--- config.mk ---
export PLATFORM = sky130hd
export DESIGN_NAME = layer_alpha_compositor
export DESIGN_NICKNAME = d
export VERILOG_FILES = /design/src/lac_pkg.sv /design/src/lac_div.sv /design/src/lac_dp.sv /design/src/lac_ctrl.sv /design/src/layer_alpha_compositor.sv
export SDC_FILE = /design/constraint.sdc
export NUM_CORES = 2
export LEC_CHECK = 0
export BUFFER_PORTS_ARGS = -buffer_cell sky130_fd_sc_hd__buf_2
export CORE_MARGIN = 1.5
export CORE_UTILIZATION = 30
export DETAILED_ROUTE_END_ITERATION = 6
export HOLD_SLACK_MARGIN = 0.08
export MAX_ROUTING_LAYER = met4
export PLACE_DENSITY_LB_ADDON = 0.08
export SETUP_SLACK_MARGIN = 0.2
export SLEW_MARGIN = 20
export SYNTH_ARGS = -nofsm -noshare
export SYNTH_HDL_FRONTEND = slang
export SYNTH_HIERARCHICAL = 1
export SYNTH_SLANG_ARGS = --single-unit
--- constraint.sdc ---
create_clock -name clk_i -period 7.3 [get_ports clk_i]
set_input_delay 1.46 -clock clk_i [delete_from_list [all_inputs] [get_ports clk_i]]
set_output_delay 1.46 -clock clk_i [all_outputs]
set_load 0.01 [all_outputs]
--- src/lac_pkg.sv ---
// Shared types for the layer alpha compositor: sequencer states, divider selects, control groups.
package lac_pkg;

  // Data channel widths fixed by the pixel format
  localparam int unsigned ChanW  = 8;
  localparam int unsigned TdataW = 4 * ChanW;

  typedef enum logic [3:0] {
    S_IDLE,
    S_AF,
    S_WGT,
    S_ACC,
    S_CHK,
    S_B_GO,
    S_B_WAIT,
    S_G_GO,
    S_G_WAIT,
    S_R_GO,
    S_R_WAIT,
    S_EMIT
  } lac_state_e;

  typedef enum logic [1:0] {
    DIV_BLUE,
    DIV_GREEN,
    DIV_RED
  } lac_div_sel_e;

  typedef struct packed {
    logic         load;       // capture the incoming layer word
    logic         af_load;    // store the layer opacity fraction
    logic         div_start;  // launch the serial divider
    logic         div_take;   // store the divider quotient
    lac_div_sel_e div_sel;    // operand and destination of the divide
    logic         mul_w;      // form the layer weight
    logic         acc;        // fold the weight into the running sums
    logic         out_load;   // move the finished pixel into the output register
  } lac_cmd_t;

  typedef struct packed {
    logic div_done;
    logic last;
    logic alpha_zero;
    logic out_free;
  } lac_status_t;

endpackage

--- src/lac_div.sv ---
// Restoring divider, one quotient bit per cycle.
module lac_div import lac_pkg::*; #(
  parameter int unsigned DW = 25,
  parameter int unsigned VW = 17
) (
  input  logic          clk_i,
  input  logic          rst_ni,
  input  logic          start_i,
  input  logic [DW-1:0] dividend_i,
  input  logic [VW-1:0] divisor_i,
  output logic [DW-1:0] quotient_o,
  output logic          done_o
);

  localparam int unsigned CntW = (DW > 1) ? $clog2(DW) : 1;
  localparam logic [CntW-1:0] CntLast = CntW'(DW - 1);

  logic            busy_q, busy_d;
  logic            done_q, done_d;
  logic [CntW-1:0] cnt_q, cnt_d;
  logic [DW-1:0]   quo_q, quo_d;
  logic [VW:0]     rem_q, rem_d;
  logic [VW-1:0]   dvs_q, dvs_d;
  logic [VW:0]     rem_sh;
  logic            fits;

  always_comb begin
    busy_d = busy_q;
    done_d = 1'b0;
    cnt_d  = cnt_q;
    quo_d  = quo_q;
    rem_d  = rem_q;
    dvs_d  = dvs_q;
    rem_sh = {rem_q[VW-1:0], quo_q[DW-1]};
    fits   = rem_sh >= {1'b0, dvs_q};
    if (start_i) begin
      busy_d = 1'b1;
      cnt_d  = '0;
      quo_d  = dividend_i;
      rem_d  = '0;
      dvs_d  = divisor_i;
    end else if (busy_q) begin
      rem_d = fits ? (rem_sh - {1'b0, dvs_q}) : rem_sh;
      quo_d = {quo_q[DW-2:0], fits};
      cnt_d = cnt_q + CntW'(1);
      if (cnt_q == CntLast) begin
        busy_d = 1'b0;
        done_d = 1'b1;
      end
    end
  end

  always_ff @(posedge clk_i or negedge rst_ni) begin
    if (!rst_ni) begin
      busy_q <= 1'b0;
      done_q <= 1'b0;
      cnt_q  <= '0;
    end else begin
      busy_q <= busy_d;
      done_q <= done_d;
      cnt_q  <= cnt_d;
    end
  end

  always_ff @(posedge clk_i) begin
    quo_q <= quo_d;
    rem_q <= rem_d;
    dvs_q <= dvs_d;
  end

  assign quotient_o = quo_q;
  assign done_o     = done_q;

endmodule

--- src/lac_dp.sv ---
// Compositor datapath: layer registers, weight multiply, running sums, divider and output register.
module lac_dp import lac_pkg::*; #(
  parameter int unsigned FRAC_BITS = 16
) (
  input  logic              clk_i,
  input  logic              rst_ni,
  input  lac_cmd_t          cmd_i,
  output lac_status_t       sts_o,
  input  logic [TdataW-1:0] in_data_i,
  input  logic              in_last_i,
  output logic              out_valid_o,
  input  logic              out_ready_i,
  output logic [TdataW-1:0] out_data_o
);

  localparam int unsigned VW = FRAC_BITS + 1;         // fractions up to ONE
  localparam int unsigned SW = FRAC_BITS + ChanW + 1; // colour sums
  localparam int unsigned PW = 2 * VW;                // weight product
  localparam logic [VW-1:0] One    = VW'(1) << FRAC_BITS;
  localparam int unsigned   AfQuo  = (1 << FRAC_BITS) / 255;
  localparam int unsigned   AfRem  = (1 << FRAC_BITS) % 255;

  logic [ChanW-1:0] blue_q, green_q, red_q, alpha_q;
  logic             last_q;
  logic [VW-1:0]    af_q, w_q;
  logic [VW-1:0]    rt_q, asum_q;
  logic [SW-1:0]    bsum_q, gsum_q, rsum_q;
  logic [ChanW-1:0] qb_q, qg_q, qr_q;
  logic             ovld_q;
  logic [TdataW-1:0] odata_q;

  logic [SW-1:0]    dividend;
  logic [VW-1:0]    divisor;
  logic [SW-1:0]    quotient;
  logic             div_done;
  logic [PW-1:0]    w_prod;
  logic [VW+ChanW-1:0] a255;
  logic [ChanW-1:0] oalpha;
  logic [15:0]      af_lo;
  logic [15:0]      af_fix;
  logic [VW-1:0]    af_calc;

  always_comb begin
    dividend = '0;
    case (cmd_i.div_sel)
      DIV_BLUE:  dividend = bsum_q;
      DIV_GREEN: dividend = gsum_q;
      DIV_RED:   dividend = rsum_q;
      default:   dividend = '0;
    endcase
  end

  assign divisor = asum_q;

  lac_div #(
    .DW (SW),
    .VW (VW)
  ) u_div (
    .clk_i      (clk_i),
    .rst_ni     (rst_ni),
    .start_i    (cmd_i.div_start),
    .dividend_i (dividend),
    .divisor_i  (divisor),
    .quotient_o (quotient),
    .done_o     (div_done)
  );

  // Opacity fraction: split ONE into a multiple of 255 and a small remainder;
  // the remainder term divides by 255 exactly with a shift-and-add
  assign af_lo   = 16'(alpha_q) * 16'(AfRem);
  assign af_fix  = (af_lo + 16'd1 + (af_lo >> 8)) >> 8;
  assign af_calc = VW'(alpha_q) * VW'(AfQuo) + VW'(af_fix);

  assign w_prod = PW'(rt_q) * PW'(af_q);
  assign a255   = {asum_q, {ChanW{1'b0}}} - (VW + ChanW)'(asum_q);
  assign oalpha = a255[FRAC_BITS +: ChanW];

  always_ff @(posedge clk_i) begin
    if (cmd_i.load) begin
      blue_q  <= in_data_i[0*ChanW +: ChanW];
      green_q <= in_data_i[1*ChanW +: ChanW];
      red_q   <= in_data_i[2*ChanW +: ChanW];
      alpha_q <= in_data_i[3*ChanW +: ChanW];
      last_q  <= in_last_i;
    end
    if (cmd_i.af_load) begin
      af_q <= af_calc;
    end
    if (cmd_i.div_take) begin
      case (cmd_i.div_sel)
        DIV_BLUE:  qb_q <= quotient[ChanW-1:0];
        DIV_GREEN: qg_q <= quotient[ChanW-1:0];
        DIV_RED:   qr_q <= quotient[ChanW-1:0];
        default:   qb_q <= qb_q;
      endcase
    end
    if (cmd_i.mul_w) begin
      w_q <= w_prod[FRAC_BITS +: VW];
    end
    if (cmd_i.out_load) begin
      if (asum_q == '0) begin
        odata_q <= {{ChanW{1'b0}}, {(3 * ChanW){1'b1}}};
      end else begin
        odata_q <= {oalpha, qr_q, qg_q, qb_q};
      end
    end
  end

  // Running state per pixel position; restart once the pixel is emitted
  always_ff @(posedge clk_i or negedge rst_ni) begin
    if (!rst_ni) begin
      rt_q   <= One;
      asum_q <= '0;
      bsum_q <= '0;
      gsum_q <= '0;
      rsum_q <= '0;
      ovld_q <= 1'b0;
    end else begin
      if (cmd_i.out_load) begin
        rt_q   <= One;
        asum_q <= '0;
        bsum_q <= '0;
        gsum_q <= '0;
        rsum_q <= '0;
      end else if (cmd_i.acc) begin
        rt_q   <= rt_q - w_q;
        asum_q <= asum_q + w_q;
        bsum_q <= bsum_q + SW'(w_q * (VW + ChanW)'(blue_q));
        gsum_q <= gsum_q + SW'(w_q * (VW + ChanW)'(green_q));
        rsum_q <= rsum_q + SW'(w_q * (VW + ChanW)'(red_q));
      end
      if (cmd_i.out_load) begin
        ovld_q <= 1'b1;
      end else if (out_ready_i) begin
        ovld_q <= 1'b0;
      end
    end
  end

  assign sts_o.div_done   = div_done;
  assign sts_o.last       = last_q;
  assign sts_o.alpha_zero = (asum_q == '0);
  assign sts_o.out_free   = !ovld_q || out_ready_i;

  assign out_valid_o = ovld_q;
  assign out_data_o  = odata_q;

endmodule

--- src/lac_ctrl.sv ---
// Compositor sequencer: opacity, weight, accumulate per layer; divides after the last.
module lac_ctrl import lac_pkg::*; (
  input  logic        clk_i,
  input  logic        rst_ni,
  input  logic        in_valid_i,
  output logic        in_ready_o,
  input  lac_status_t sts_i,
  output lac_cmd_t    cmd_o
);

  lac_state_e state_q, state_d;

  always_ff @(posedge clk_i or negedge rst_ni) begin
    if (!rst_ni) begin
      state_q <= S_IDLE;
    end else begin
      state_q <= state_d;
    end
  end

  always_comb begin
    state_d    = state_q;
    in_ready_o = 1'b0;
    cmd_o      = '0;
    cmd_o.div_sel = DIV_BLUE;
    unique case (state_q)
      S_IDLE: begin
        in_ready_o = 1'b1;
        if (in_valid_i) begin
          cmd_o.load = 1'b1;
          state_d    = S_AF;
        end
      end
      S_AF: begin
        cmd_o.af_load = 1'b1;
        state_d       = S_WGT;
      end
      S_WGT: begin
        cmd_o.mul_w = 1'b1;
        state_d     = S_ACC;
      end
      S_ACC: begin
        cmd_o.acc = 1'b1;
        state_d   = sts_i.last ? S_CHK : S_IDLE;
      end
      // a fully transparent stack skips the divides
      S_CHK: state_d = sts_i.alpha_zero ? S_EMIT : S_B_GO;
      S_B_GO: begin
        cmd_o.div_sel   = DIV_BLUE;
        cmd_o.div_start = 1'b1;
        state_d         = S_B_WAIT;
      end
      S_B_WAIT: begin
        cmd_o.div_sel = DIV_BLUE;
        if (sts_i.div_done) begin
          cmd_o.div_take = 1'b1;
          state_d        = S_G_GO;
        end
      end
      S_G_GO: begin
        cmd_o.div_sel   = DIV_GREEN;
        cmd_o.div_start = 1'b1;
        state_d         = S_G_WAIT;
      end
      S_G_WAIT: begin
        cmd_o.div_sel = DIV_GREEN;
        if (sts_i.div_done) begin
          cmd_o.div_take = 1'b1;
          state_d        = S_R_GO;
        end
      end
      S_R_GO: begin
        cmd_o.div_sel   = DIV_RED;
        cmd_o.div_start = 1'b1;
        state_d         = S_R_WAIT;
      end
      S_R_WAIT: begin
        cmd_o.div_sel = DIV_RED;
        if (sts_i.div_done) begin
          cmd_o.div_take = 1'b1;
          state_d        = S_EMIT;
        end
      end
      S_EMIT: begin
        // hold until the output register can take the pixel
        if (sts_i.out_free) begin
          cmd_o.out_load = 1'b1;
          state_d        = S_IDLE;
        end
      end
      default: state_d = S_IDLE;
    endcase
  end

endmodule

--- src/layer_alpha_compositor.sv ---
// Top level of the front-to-back alpha-over compositor.
//
//  Channel  Dir  Handshake              Word contents
//  s_axis   in   s_axis_tvalid/tready   tdata: blue, green, red, alpha; tlast: last layer
//  m_axis   out  m_axis_tvalid/tready   tdata: blue, green, red, alpha of the composite
//
// Each layer word is stepped through accept, opacity fraction, weight multiply and accumulate.
// The last layer adds three bit-serial colour divides (FRAC_BITS+9 quotient bits each);
// a fully transparent stack skips the divides.
// Reset clears the sequencer and the running sums; no clearing pass.
// A result waiting on m_axis stalls only the final load of the next pixel.
module layer_alpha_compositor import lac_pkg::*; #(
  parameter int unsigned FRAC_BITS = 16
) (
  input  logic              clk_i,
  input  logic              rst_ni,
  input  logic              s_axis_tvalid,
  output logic              s_axis_tready,
  input  logic [TdataW-1:0] s_axis_tdata,  // blue[7:0], green, red, alpha[31:24]
  input  logic              s_axis_tlast,
  output logic              m_axis_tvalid,
  input  logic              m_axis_tready,
  output logic [TdataW-1:0] m_axis_tdata   // blue[7:0], green, red, alpha[31:24]
);

  lac_cmd_t    cmd;
  lac_status_t sts;

  lac_ctrl u_ctrl (
    .clk_i      (clk_i),
    .rst_ni     (rst_ni),
    .in_valid_i (s_axis_tvalid),
    .in_ready_o (s_axis_tready),
    .sts_i      (sts),
    .cmd_o      (cmd)
  );

  lac_dp #(
    .FRAC_BITS (FRAC_BITS)
  ) u_dp (
    .clk_i       (clk_i),
    .rst_ni      (rst_ni),
    .cmd_i       (cmd),
    .sts_o       (sts),
    .in_data_i   (s_axis_tdata),
    .in_last_i   (s_axis_tlast),
    .out_valid_o (m_axis_tvalid),
    .out_ready_i (m_axis_tready),
    .out_data_o  (m_axis_tdata)
  );

endmodule
Word-level counts from Yosys, hierarchy flattened:

Cells that the tools add are included.

* add/sub/neg operators: 10
* multiply operators: 5
* magnitude comparators: 1
* equality and inequality tests: 19
* mux-type cells: 44
* reductions and logical operators: 16

Operators by type and width (number)
* $mux W25: 8
* $mux W17: 5
* $add A25 B25 Y25: 3
* $mul A17 B8 Y25: 3
* $pmux W25 S3: 1
* $pmux W4 S12: 1
* $sub A17 B17 Y17: 2
* $mul A17 B17 Y33: 1
* $mux W4: 6
* $sub A24 B17 Y24: 1
* $mux W1: 19
* $ge A18 B17 Y1: 1
* $add A17 B17 Y17: 1
* $add A17 B8 Y17: 1
* $logic_not A17 Y1: 1
* $mul A8 B9 Y17 const B: 1
* $eq A4 B3 Y1 const B: 4
* $eq A4 B4 Y1 const B: 4
* $mux W5: 2
* $add A8 B1 Y9 const B: 1
* $eq A4 B2 Y1 const B: 2
* $ne A2 B1 Y1 const B: 3
* $reduce_and A2 Y1: 3
* $reduce_bool A2 Y1: 3
* other kinds (15): 18

* bits in registers: 303

Logic depth before layout (Yosys ltp):

* depth in word-level cells: 6
* depth in mapped cells: 24

Hierarchy:

Netlist, hierarchy kept.

By module, submodules not included
* lac_dp: instances 1, cells each 3677, area each 34189.0 um^2, sequential area each 6447.4 um^2
* lac_div: instances 1, cells each 326, area each 3599.7 um^2, sequential area each 1776.7 um^2
* lac_ctrl: instances 1, cells each 46, area each 395.4 um^2, sequential area each 100.1 um^2

Worst setup path before layout:

OpenSTA, ideal clock, no wires.

* kind: register -> register
* start point: reg u_dp.rt_q[16]
* end point: reg u_dp.w_q[13], data pin
* library setup time: 0.263 ns
* data arrival time: 5.976 ns
* data required time: 7.037 ns
* setup slack: 1.061 ns
* stages on the path, launching flop included: 22
* path buffers: 3
* clock period less this slack: 6.239 ns
* cells stage by stage: dfstp_2 -> clkbuf_1 -> clkbuf_1 -> nand2_1 -> fa_1 -> fa_1 -> inv_1 -> fa_1 -> fa_1 -> fa_1 -> inv_1 -> fa_1 -> inv_1 -> ha_1 -> clkbuf_1 -> a21o_1 -> a21o_1 -> a21oi_1 -> o22ai_1 -> o41ai_1 -> nor4b_1 -> nor4_1

* word-level cells in the longest chain between the ends: 1

RTL lines
* start: declaration: RTL line lac_dp.sv:26 `logic [VW-1:0] rt_q, asum_q;`
* start signal: assignment: RTL line lac_dp.sv:112 `rt_q <= One;`
* start signal: assignment: RTL line lac_dp.sv:120 `rt_q <= One;`
* start signal: assignment: RTL line lac_dp.sv:126 `rt_q <= rt_q - w_q;`
* $mul A17 B17 Y33: RTL line lac_dp.sv:74 `assign w_prod = PW'(rt_q) * PW'(af_q);`
* via u_dp.w_prod[29]: RTL line lac_dp.sv:36 `logic [PW-1:0] w_prod;`
* end signal: assignment: RTL line lac_dp.sv:98 `w_q <= w_prod[FRAC_BITS +: VW];`
* end: declaration: RTL line lac_dp.sv:25 `logic [VW-1:0] af_q, w_q;`

The timed path passes the listed nets, and every way through them passes these cells.
A chain may end at the register's enable or synchronous reset.

Worst setup path after layout:

* start point: reg u_dp.rt_q[10]
* end point: reg u_dp.w_q[15], data pin

The elaborated chain is that of the path after synthesis.

==> results.json <==
{
  "clkTransAtPathRegs_ps": 60,
  "path_max_fanout": 19,
  "max_slew.worst_pin.slew_ps": 1120,
  "cts_tree": "built",
  "cts_hold_buf": 0,
  "nets": 4942,
  "die_h_um": 360,
  "cp_num_buf_inv": 3,
  "dieArea_mm2": 0.129,
  "drive_gt1_frac": 0.0748,
  "vias": 27100,
  "yosysSeqAreaShare": 0.218,
  "crit_path_top_delay_cell": "dfrtp_1",
  "synth.distinct_cells": 85,
  "wl_per_cell_um": 20.2,
  "critPathKind": "flip-flop to flip-flop",
  "final_common_cell": "inv_1",
  "synth-simple-area-share": 0.148,
  "critPathArrivalTime_ps": 6980,
  "first_pass_iters": 5,
  "htree_levels": 2,
  "die_w_um": 360,
  "place_congestion": 0.815,
  "setup_violations": 0,
  "setup.worst_path.end_class": "flip-flop",
  "slew_headroom": 0.252,
  "cts_buffer_depth": 3,
  "syn_nets": 4947,
  "num_io_pins": 71,
  "async_flop_share": 0.399,
  "cts-resized-gates": 0,
  "grt.total_usage": 0.188,
  "synthCells": 4049,
  "status": "finished clean",
  "cp_cell_sequence": "nand2_1 > fa_1 > fa_1 > fa_1 > fa_1 > inv_1 > fa_1 > inv_1 > fa_1 > inv_1 > ha_1 > nor2_1 > o21ai_0 > a21oi_1 > a2111oi_2 > nor2_1 > o31ai_1 > a21oi_1 > xnor2_1",
  "synth.area.top_cells": "fa_1, edfxtp_1, ha_1",
  "syn-cell-area_mm2": 0.0382,
  "clkSinkCount": 303,
  "critPathTopFamily": "adder cells",
  "cpPeakStageDelay_ps": 970,
  "synth-xor-area-share": 0.0291,
  "grt_pass1_wl_um": 181000,
  "final_cell_mix": "inv_1, fa_1, nand2_1",
  "min-delay-path-class": "flip-flop to flip-flop",
  "core_area_mm2": 0.126,
  "overflow": 0,
  "crit_path_frequent_cell": "fa_1",
  "rsz0062_at_grt": "false",
  "rows": 130,
  "finalCritPeriodShare": 0.903,
  "crit_path_start_kind": "flip-flop",
  "period_minus_slack_ps": 6590,
  "yosys.area_share.adder": 0.393,
  "cts_setup_buffers": 0,
  "clockRootBuffer": "clkbuf_16",
  "muxShareOfSynthArea": 0.0290,
  "max_freq_ghz": 0.152,
  "vias_per_cell": 4.73,
  "numCtsBuffers": 44,
  "initial_core_util": 0.303,
  "final.setup.tns_ps": 0,
  "final-hold-violation-count": 0,
  "synthFlopType": "edfxtp_1",
  "synth_top_area_cell": "fa_1",
  "synth_compound_area_frac": 0.0885,
  "antenna_found_initial": 2,
  "drc_errors": 0,
  "fill_cells": 13200,
  "dp_hpwl_um": 88400,
  "yosys_warnings": 6,
  "drt_iter0_markers": 1392,
  "synthDominantCellAreaShare": 0.295,
  "area.growth.synth_to_final_pct": 9.88,
  "skew_ps": 36.7,
  "wl_um": 116000,
  "synth_top_family_by_area": "adder cells",
  "required_ps": 7690,
  "ant_nets": 0,
  "synth_edf_count": 165,
  "synth_seq_cells": 303,
  "io_buffer_count": 70,
  "avgSynthCellArea_um2": 9.43,
  "grt_pass1_vias": 29200,
  "grt_max_degree": 102,
  "clk_latency_ps": 630,
  "drv_slew": 0,
  "maxCapViolCount": 0
}
==> stage by stage <==
stage | std cells | area, um2 | hold slack (ps) | util | setup WS (ps)
final | 5731 | 42000 | 490 | 0.333 | 707
after global routing | 5730 | 42000 | 511 | 0.333 | 248
after CTS | 5730 | 42000 | 493 | 0.333 | 640
after detailed placement | 5648 | 40500 | 486 | 0.321 | 613
after global placement | 5647 | 40500 | 483 | 0.321 | 641
after floorplan | 4049 | 38200 | 448 | - | 1060
==> cell families after synthesis <==
logic type / Yosys count
multiplexers: 106
adder cells (fa/ha/maj): 861
XOR/XNOR: 127
flip-flops: 303
buffers and inverters: 951
AND/OR/NAND/NOR: 1191
AO/OA/AOI/OAI: 510
==> path summary, 6_finish.rpt <==
check,startpoint,endpoint,slack [ps],cells past startpoint
min in group asynchronous,rst_ni,u_dp/bsum_q[0]$_DFFE_PN0P_,890,1
hold reg to reg,u_dp/asum_q[16]$_DFFE_PN0P_,u_dp/u_div/dvs_q[16]$_DFFE_PP_,490,0
setup reg to reg,u_dp/rt_q[10]$_DFFE_PN0P_,u_dp/w_q[15]$_DFFE_PP_,710,19
max in group asynchronous,rst_ni,u_dp/rt_q[12]$_DFFE_PN0P_,5050,2
setup / recovery,u_dp/rt_q[10]$_DFFE_PN0P_,u_dp/w_q[15]$_DFFE_PP_,710,19
hold / removal,u_dp/asum_q[16]$_DFFE_PN0P_,u_dp/u_div/dvs_q[16]$_DFFE_PP_,490,0
==> Yosys cell counts (11+ instances only) <==
cell,number
a211oi_1,43
buf_1,11
ha_1,298
dfrtp_1,120
o21a_1,16
nor2_1,157
or2_2,28
a21o_1,62
nor2b_1,12
fa_1,563
inv_1,759
and2_1,297
dfxtp_1,17
xor2_1,52
nand3_1,30
xnor2_1,75
o21bai_1,16
nand2b_1,20
a31oi_1,14
nand2_1,552
o21ai_0,134
mux2_2,25
a21oi_1,113
mux2i_1,78
clkbuf_1,171
nor3_1,20
nand4_1,29
edfxtp_1,165
==> area by class of cell <==
type / count / area, um2 / area share
antenna: 1 / 2.50 / 0.0000596
inverter: 759 / 2850 / 0.0679
timing repair buffer: 141 / 922 / 0.0220
sequential: 303 / 8320 / 0.198
multi-input combinational: 2795 / 26300 / 0.627
tap: 1650 / 2060 / 0.0492
clock buffer: 56 / 1210 / 0.0288
clock inverter: 26 / 282 / 0.00671
==> layer usage <==
metal / up-vias / wire, um / global-route usage
met1: 13900 / 56200 / 0.260
met5: - / 0 / -
met3: 95 / 3810 / 0.0198
met4: 0 / 1700 / 0.0313
met2: 353 / 53800 / 0.301
li1: 12800 / - / -
==> flip-flops by register name (all words and copies together), names as in the netlist, 17 cells and up <==
register               flops
u_dp/af_q                 17
u_dp/asum_q               17
u_dp/bsum_q               25
u_dp/gsum_q               25
u_dp/out_data_o           32
u_dp/rsum_q               25
u_dp/rt_q                 17
u_dp/u_div/dvs_q          17
u_dp/u_div/quotient_o     25
u_dp/u_div/rem_q          17
u_dp/w_q                  17
==> worst reg2reg max path, delay by kind of cell (launching register included) <==
kind                       cells  cell delay, ps
and+or+nand+nor                3             410
buffers and inverters          3             140
adders and majority gates      7            3370
xor gates and xnor gates       1             130
AOI/OAI and AO/OA              5            1340
DFF                            1             970
Power is not shown: default switching activity piles up to over one toggle a cycle in this logic, so the estimate is an artifact.
